--- config.mk ---
export PLATFORM = sky130hd
export DESIGN_NAME = ffkvs_ram
export DESIGN_NICKNAME = d
export VERILOG_FILES = /design/src/design/ffkvs_ram.sv
export SDC_FILE = /design/constraint.sdc
export NUM_CORES = 2
export LEC_CHECK = 0
export BUFFER_PORTS_ARGS = -buffer_cell sky130_fd_sc_hd__buf_4
export CAP_MARGIN = 20
export CORE_UTILIZATION = 62
export DETAILED_ROUTE_END_ITERATION = 10
export PLACE_DENSITY = 0.86
export SETUP_SLACK_MARGIN = 0.3
export SLEW_MARGIN = 30
export SYNTH_ARGS = -nofsm -noshare
export SYNTH_HDL_FRONTEND = slang
export SYNTH_SLANG_ARGS = --single-unit
--- constraint.sdc ---
create_clock -name i_clk -period 2.5 [get_ports i_clk]
set_input_delay 0.125 -clock i_clk [delete_from_list [all_inputs] [get_ports i_clk]]
set_output_delay 0.125 -clock i_clk [all_outputs]
set_load 0.01 [all_outputs]
--- src/design/ffkvs_ram.sv ---
`timescale 1ns / 1ps
// ----------------------------------------------------------------------------
// ffkvs_ram
// Generic RAM: one write port, one read port with registered read data.
// ----------------------------------------------------------------------------
module ffkvs_ram #(
    parameter int WIDTH  = 8,
    parameter int DEPTH  = 256,
    parameter int ADDR_W = $clog2(DEPTH)
) (
    input  logic              i_clk,
    input  logic              i_we,
    input  logic [ADDR_W-1:0] i_waddr,
    input  logic [WIDTH-1:0]  i_wdata,
    input  logic              i_re,
    input  logic [ADDR_W-1:0] i_raddr,
    output logic [WIDTH-1:0]  o_rdata
);

    logic [WIDTH-1:0] r_mem [DEPTH];
    logic [WIDTH-1:0] r_rdata;

    always_ff @(posedge i_clk) begin
        if (i_we) begin
            r_mem[i_waddr] <= i_wdata;
        end
        if (i_re) begin
            r_rdata <= r_mem[i_raddr];
        end
    end

    assign o_rdata = r_rdata;

endmodule

# Word-level counts from Yosys, hierarchy flattened
# Memory sizes are Yosys's and may differ from the RTL's. A register that Yosys moved wholly into a read port is not among the register bits.
# Cells that the tools add are included.
# W data, S select, Z words.
op_classes:
  mux: 2
op_table:
  columns: ["op", "n"]
  rows:
  - ["$mux W1", 2]
totals:
  register_bits: 0
  out_inout_bits: 8
  wordCells: 3
  ramBits: 2048
  memories: 1
  in_bits: 27
mem_list:
  columns: ["memory", "depth", "word_bits", "read_ports", "rd_ports_with_merged_regs", "wr", "line_no", "text"]
  rows:
  - ["r_mem", 256, 8, 1, 1, 1, "20", "logic [WIDTH-1:0] r_mem [DEPTH];"]

# Longest topological paths before layout
depth:
  ltp_word: 2
  ltp_mapped: 11
  mapped_depth_nobuf: 6

# Least setup slack after synthesis
# No wires, ideal clock.
synth_timing:
  path_kind: "in2reg"
  start: "input port i_raddr[0]"
  end: "register r_rdata[2], in the netlist o_rdata[2] (read register of r_mem), data pin"
  path_slack_ns: 0.299
  path_buffers: 4
  arrival_ns: 1.932
  path_stages: 9
  setup_time_ns: 0.269
  required_time_ns: 2.231
  path_cell_list: "buf_6 buf_12 buf_8 buf_2 mux4_2 a22oi_1 a21oi_1 nor4_1 nor4_2"
synth_lines:
  columns: ["item", "line_no", "text"]
  rows:
  - ["start, declared", "16", "input logic [ADDR_W-1:0] i_raddr,"]
  - ["end, declared", "21", "logic [WIDTH-1:0] r_rdata;"]

==> run summary <==
The final reports fail on setup timing. The number of placed I/O pins is 35, and the setup skew after layout is 0.0356 ns. The simple-gate share of the synthesized area works out to 0.0263. The critical path in this run is classified as flip-flop to flip-flop. Entering global routing, the biggest net connects 103 pins. At the end of routability-driven placement, the weighted congestion stood at 0.916.

Worst endpoint data arrival time: 3.60 ns. The run gives 0.726 as the final design utilization. The fraction of the cycle the final worst path needs came out at 1.21.

In this run the worst setup path begins at r_mem[83][7]. For the maximum buffer depth of the clock tree, the log shows 3. The HPWL after detailed placement is 131000 um.

The cell area after synthesis is 79600 um2, and the worst reg-to-reg path cell count is 6. The area fraction of the dominant cell type after synthesis is 0.775. In this run the power density over the cells is 770 nW/um2. The xor-xnor portion of the synthesized cell area is 0. For the first-pass GRT wire length, the log shows 343000 um.

Compared with the post-synthesis result, the final layout area differs by 16.3%. In the final routed layout, each cell accounts on average for 39.8 um. Switching fraction of total power: 0.222. The most common flop cell mapped by yosys was edfxtp_1. For the worst-skew pair, the clock arrives at the later sink with an insertion delay of 0.86 ns. The share of synthesized flip-flops with an asynchronous set or reset came out at 0. The post-synthesis adder-cell area fraction is 0, and the number of nets at the end of the flow is 4344. Minimum setup slack in the final design: -0.523 ns. The routed layout has 47200 vias. VDD sags by at most 848 uV. The number of global-route vias before repair was 47000; the count of final hold-check violations was 0.

Leaving out filler cells and counting taps, the final layout contains 6146. The commonest cells after synthesis are edfxtp_1 (2056), mux4_2 (454), nor2_1 (282). Clock-pin slew was measured on the worst setup and hold paths at 0.07 ns. In this run the power spent charging and discharging nets is 15.8 mW. In the post-synthesis netlist, the cell with the most instances is edfxtp_1.

The total of endpoints with negative setup slack in the final report was 4; the via-per-instance ratio was 7.67. The worst register-to-register path begins at r_mem[83][7]. The required time at the endpoint of the critical path was 3.08 ns; the post-synthesis register bit count was 2056. After detailed routing, the number of remaining DRC violations is 0. The Yosys step of the flow raised 0 warnings. After floorplanning, the core was divided into 131 placement rows. The starting density of the core was 0.625; the share of post-route cells with drive strength above 1 was 0.312.

The tools report the element type at the critical path end as a flip-flop. The CTS root buffer was clkbuf_16. The worst slew margin relative to its limit came out at 0.275. By area, the combinational part of the netlist is dominated by multiplexers. The area of the core region came out at 128000 um2. At the pin with the least slew margin, the transition time is 1.08 ns. The timing-limited maximum frequency is 0.331 GHz, and the count of pins over their slew limit is 0. The largest area contributor in the netlist was edfxtp_1.

For the combinational share of power, the log shows 0.060. The tools report the sequential group share of total power as 0.534. The initial antenna violation count was 12. The die area was 130000 um2. The minimum period implied by the final worst setup slack came out at 3.02 ns.

The floorplan step set the die width to 360 um. The synthesized design contains 2056 enable-type register cells. Port buffering added 34 buffers.

The run gives 0 as the residual antenna-violating net count after detailed routing. In the post-synthesis netlist, the biggest area contributors are edfxtp_1 (78%), mux4_2 (13%), mux2i_1 (1.7%). CTS saw 2056 sinks. The multiplexer fraction of the synthesized cell area was 0.146; the final wirelength was 245000 um.

CTS built an H-tree with a depth of 4. The setup slack on the worst flop-to-flop path is -0.52 ns. The share of the synthesized area in compound gates (AO/OA/AOI/OAI) came out at 0.0342. Count of distinct cell types in the synthesized netlist: 54.

In this run the critical register-to-register path is captured at o_rdata[7]. The sequential fraction of the synthesis area was 0.775; the average cell area after synthesis was 21.3 um2. The number of nets in the synthesized netlist is 3760. Total global-route track usage: 0.380.

The capturing instance or port of the critical path is o_rdata[7]. TritonCTS built the clock tree. The run finished, with violations left. The first detailed-routing pass took 9 iterations. The logs give 0.405 for the share of total power in the clock network and 189 for the number of buffers inserted during clock tree synthesis.

The die extent in y is 360 um, and the static power due to leakage is 29.8 nW. The starting DRC count in detailed routing came out at 9190. The biggest fanout along the worst timing path was 1.

The number of placed cells counting well taps is 5770. The cell count after synthesis came out at 3733. The global route total overflow is 0. Across the run, the number of max-cap violations was 0. The tools report the total power after layout as 71.3 mW.

Setup repair after global routing could not meet its margin everywhere. For the internal power, the log shows 55.5 mW. The class of the worst hold path was primary input to flip-flop. The worst setup path is launched from a flip-flop.
==> critical path, stage by stage, from the launching register on <==
cell	delay (ns)
edfxtp_1	0.45
mux4_2	0.51
mux4_2	0.49
nor2b_4	0.17
nor4_4	0.83
buf_4	0.26
nor4_2	0.05
==> cell usage in the layout (no fill, tap or decap), types with 5 or more instances in the layout <==
| master | synthesis | layout |
|---|---|---|
| clkinv_1 | 1 | 42 |
| o221ai_1 | 46 | 46 |
| o22ai_1 | 28 | 28 |
| clkbuf_8 | 0 | 8 |
| a211oi_2 | 0 | 7 |
| dlygate4sd3_1 | 0 | 15 |
| clkinv_2 | 0 | 29 |
| mux4_2 | 454 | 454 |
| nor3_1 | 22 | 13 |
| nor4_2 | 3 | 10 |
| edfxtp_1 | 2056 | 2056 |
| clkbuf_1 | 111 | 49 |
| diode_2 | 0 | 14 |
| a221oi_1 | 13 | 11 |
| o21ai_1 | 2 | 5 |
| mux2i_1 | 134 | 134 |
| o22a_1 | 5 | 5 |
| nor2_1 | 282 | 275 |
| o21ai_0 | 10 | 7 |
| a22o_1 | 8 | 5 |
| nor4_4 | 0 | 9 |
| a21oi_1 | 96 | 95 |
| nand3_1 | 34 | 31 |
| clkbuf_16 | 0 | 193 |
| buf_12 | 8 | 78 |
| nand4_1 | 10 | 10 |
| buf_4 | 27 | 523 |
| nor3_2 | 0 | 8 |
| bufinv_16 | 0 | 16 |
| inv_6 | 0 | 5 |
| a211oi_1 | 16 | 9 |
| nor2b_1 | 31 | 24 |
| and2_1 | 6 | 6 |
| o211ai_1 | 10 | 10 |
| a22oi_1 | 133 | 131 |
| nor4_1 | 24 | 8 |
| nand2_1 | 33 | 33 |
| nand2b_1 | 8 | 8 |
==> flip-flops by register name, summed over array words and instances (netlist names) <==
| signal | flops |
|---|---|
| r_mem | 2048 |
| o_rdata | 8 |
==> cells by family (layout without fill, tap and decap cells) <==
logic type / count (synthesis) / count (layout)
compound gates: 385 / 385
buf+inv: 235 / 972
flops: 2056 / 2056
mux: 591 / 591
other cells: 0 / 14
simple gates: 466 / 466
==> power groups by stage <==
stage               registers, mW  clock network [mW]  logic, mW
floorplan                    38.8                   0       1.85
global placement             38.8                   0       3.64
detailed placement           38.8                   0       3.79
CTS                          38.1                28.7       4.06
global route                 38.1                30.0       4.31
finish                       38.1                28.9       4.29
==> worst min-delay path by stage <==
stage	start	end	cells past startpoint
after floorplan	i_wdata[0]	r_mem[0][0]	0
after global placement	i_wdata[5]	r_mem[162][5]	1
after detailed placement	i_re	o_rdata[6]	1
after CTS	i_we	r_mem[221][1]	4
after global routing	i_waddr[4]	r_mem[191][5]	4
final	i_waddr[4]	r_mem[191][5]	4
==> cell type report <==
cell class | count | area, um2
fill | 6255 | 34900
clock buffer | 242 | 5010
clock inverter | 102 | 977
timing repair buffer | 626 | 5780
tap | 1662 | 2080
antenna | 14 | 35.0
sequential | 2056 | 61700
multi-input combinational | 1442 | 17000
inverter | 2 | 7.51
==> metrics by stage <==
stage	setup slack, ns	hold slack [ns]	setup TNS (ns)	area (um2)
floorplan	0.309	0.224	0	79600
global placement	-0.757	0.531	-4.65	85900
detailed placement	-0.774	0.527	-4.95	85900
CTS	-0.0298	0.0464	-0.0298	92400
global route	-0.474	0.105	-0.580	92500
finish	-0.523	0.104	-0.711	92600
==> timing repair <==
action | in CTS | in global routing
gates resized for setup | 54 | 27
buffers inserted | 0 | 3
setup endpoints to repair | 8 | 95
hold buffers | 15 | 0
pin swaps | 14 | 10
endpoints found under the hold margin | 534 | 0
==> layer usage <==
| layer | global-route usage | share of wire |
|---|---|---|
| met5 | 0.00185 | 0.00057 |
| met2 | 0.600 | 0.47 |
| met4 | 0.254 | 0.091 |
| met1 | 0.450 | 0.29 |
| met3 | 0.123 | 0.15 |
Note: power is estimated with default switching activity, not from simulation.
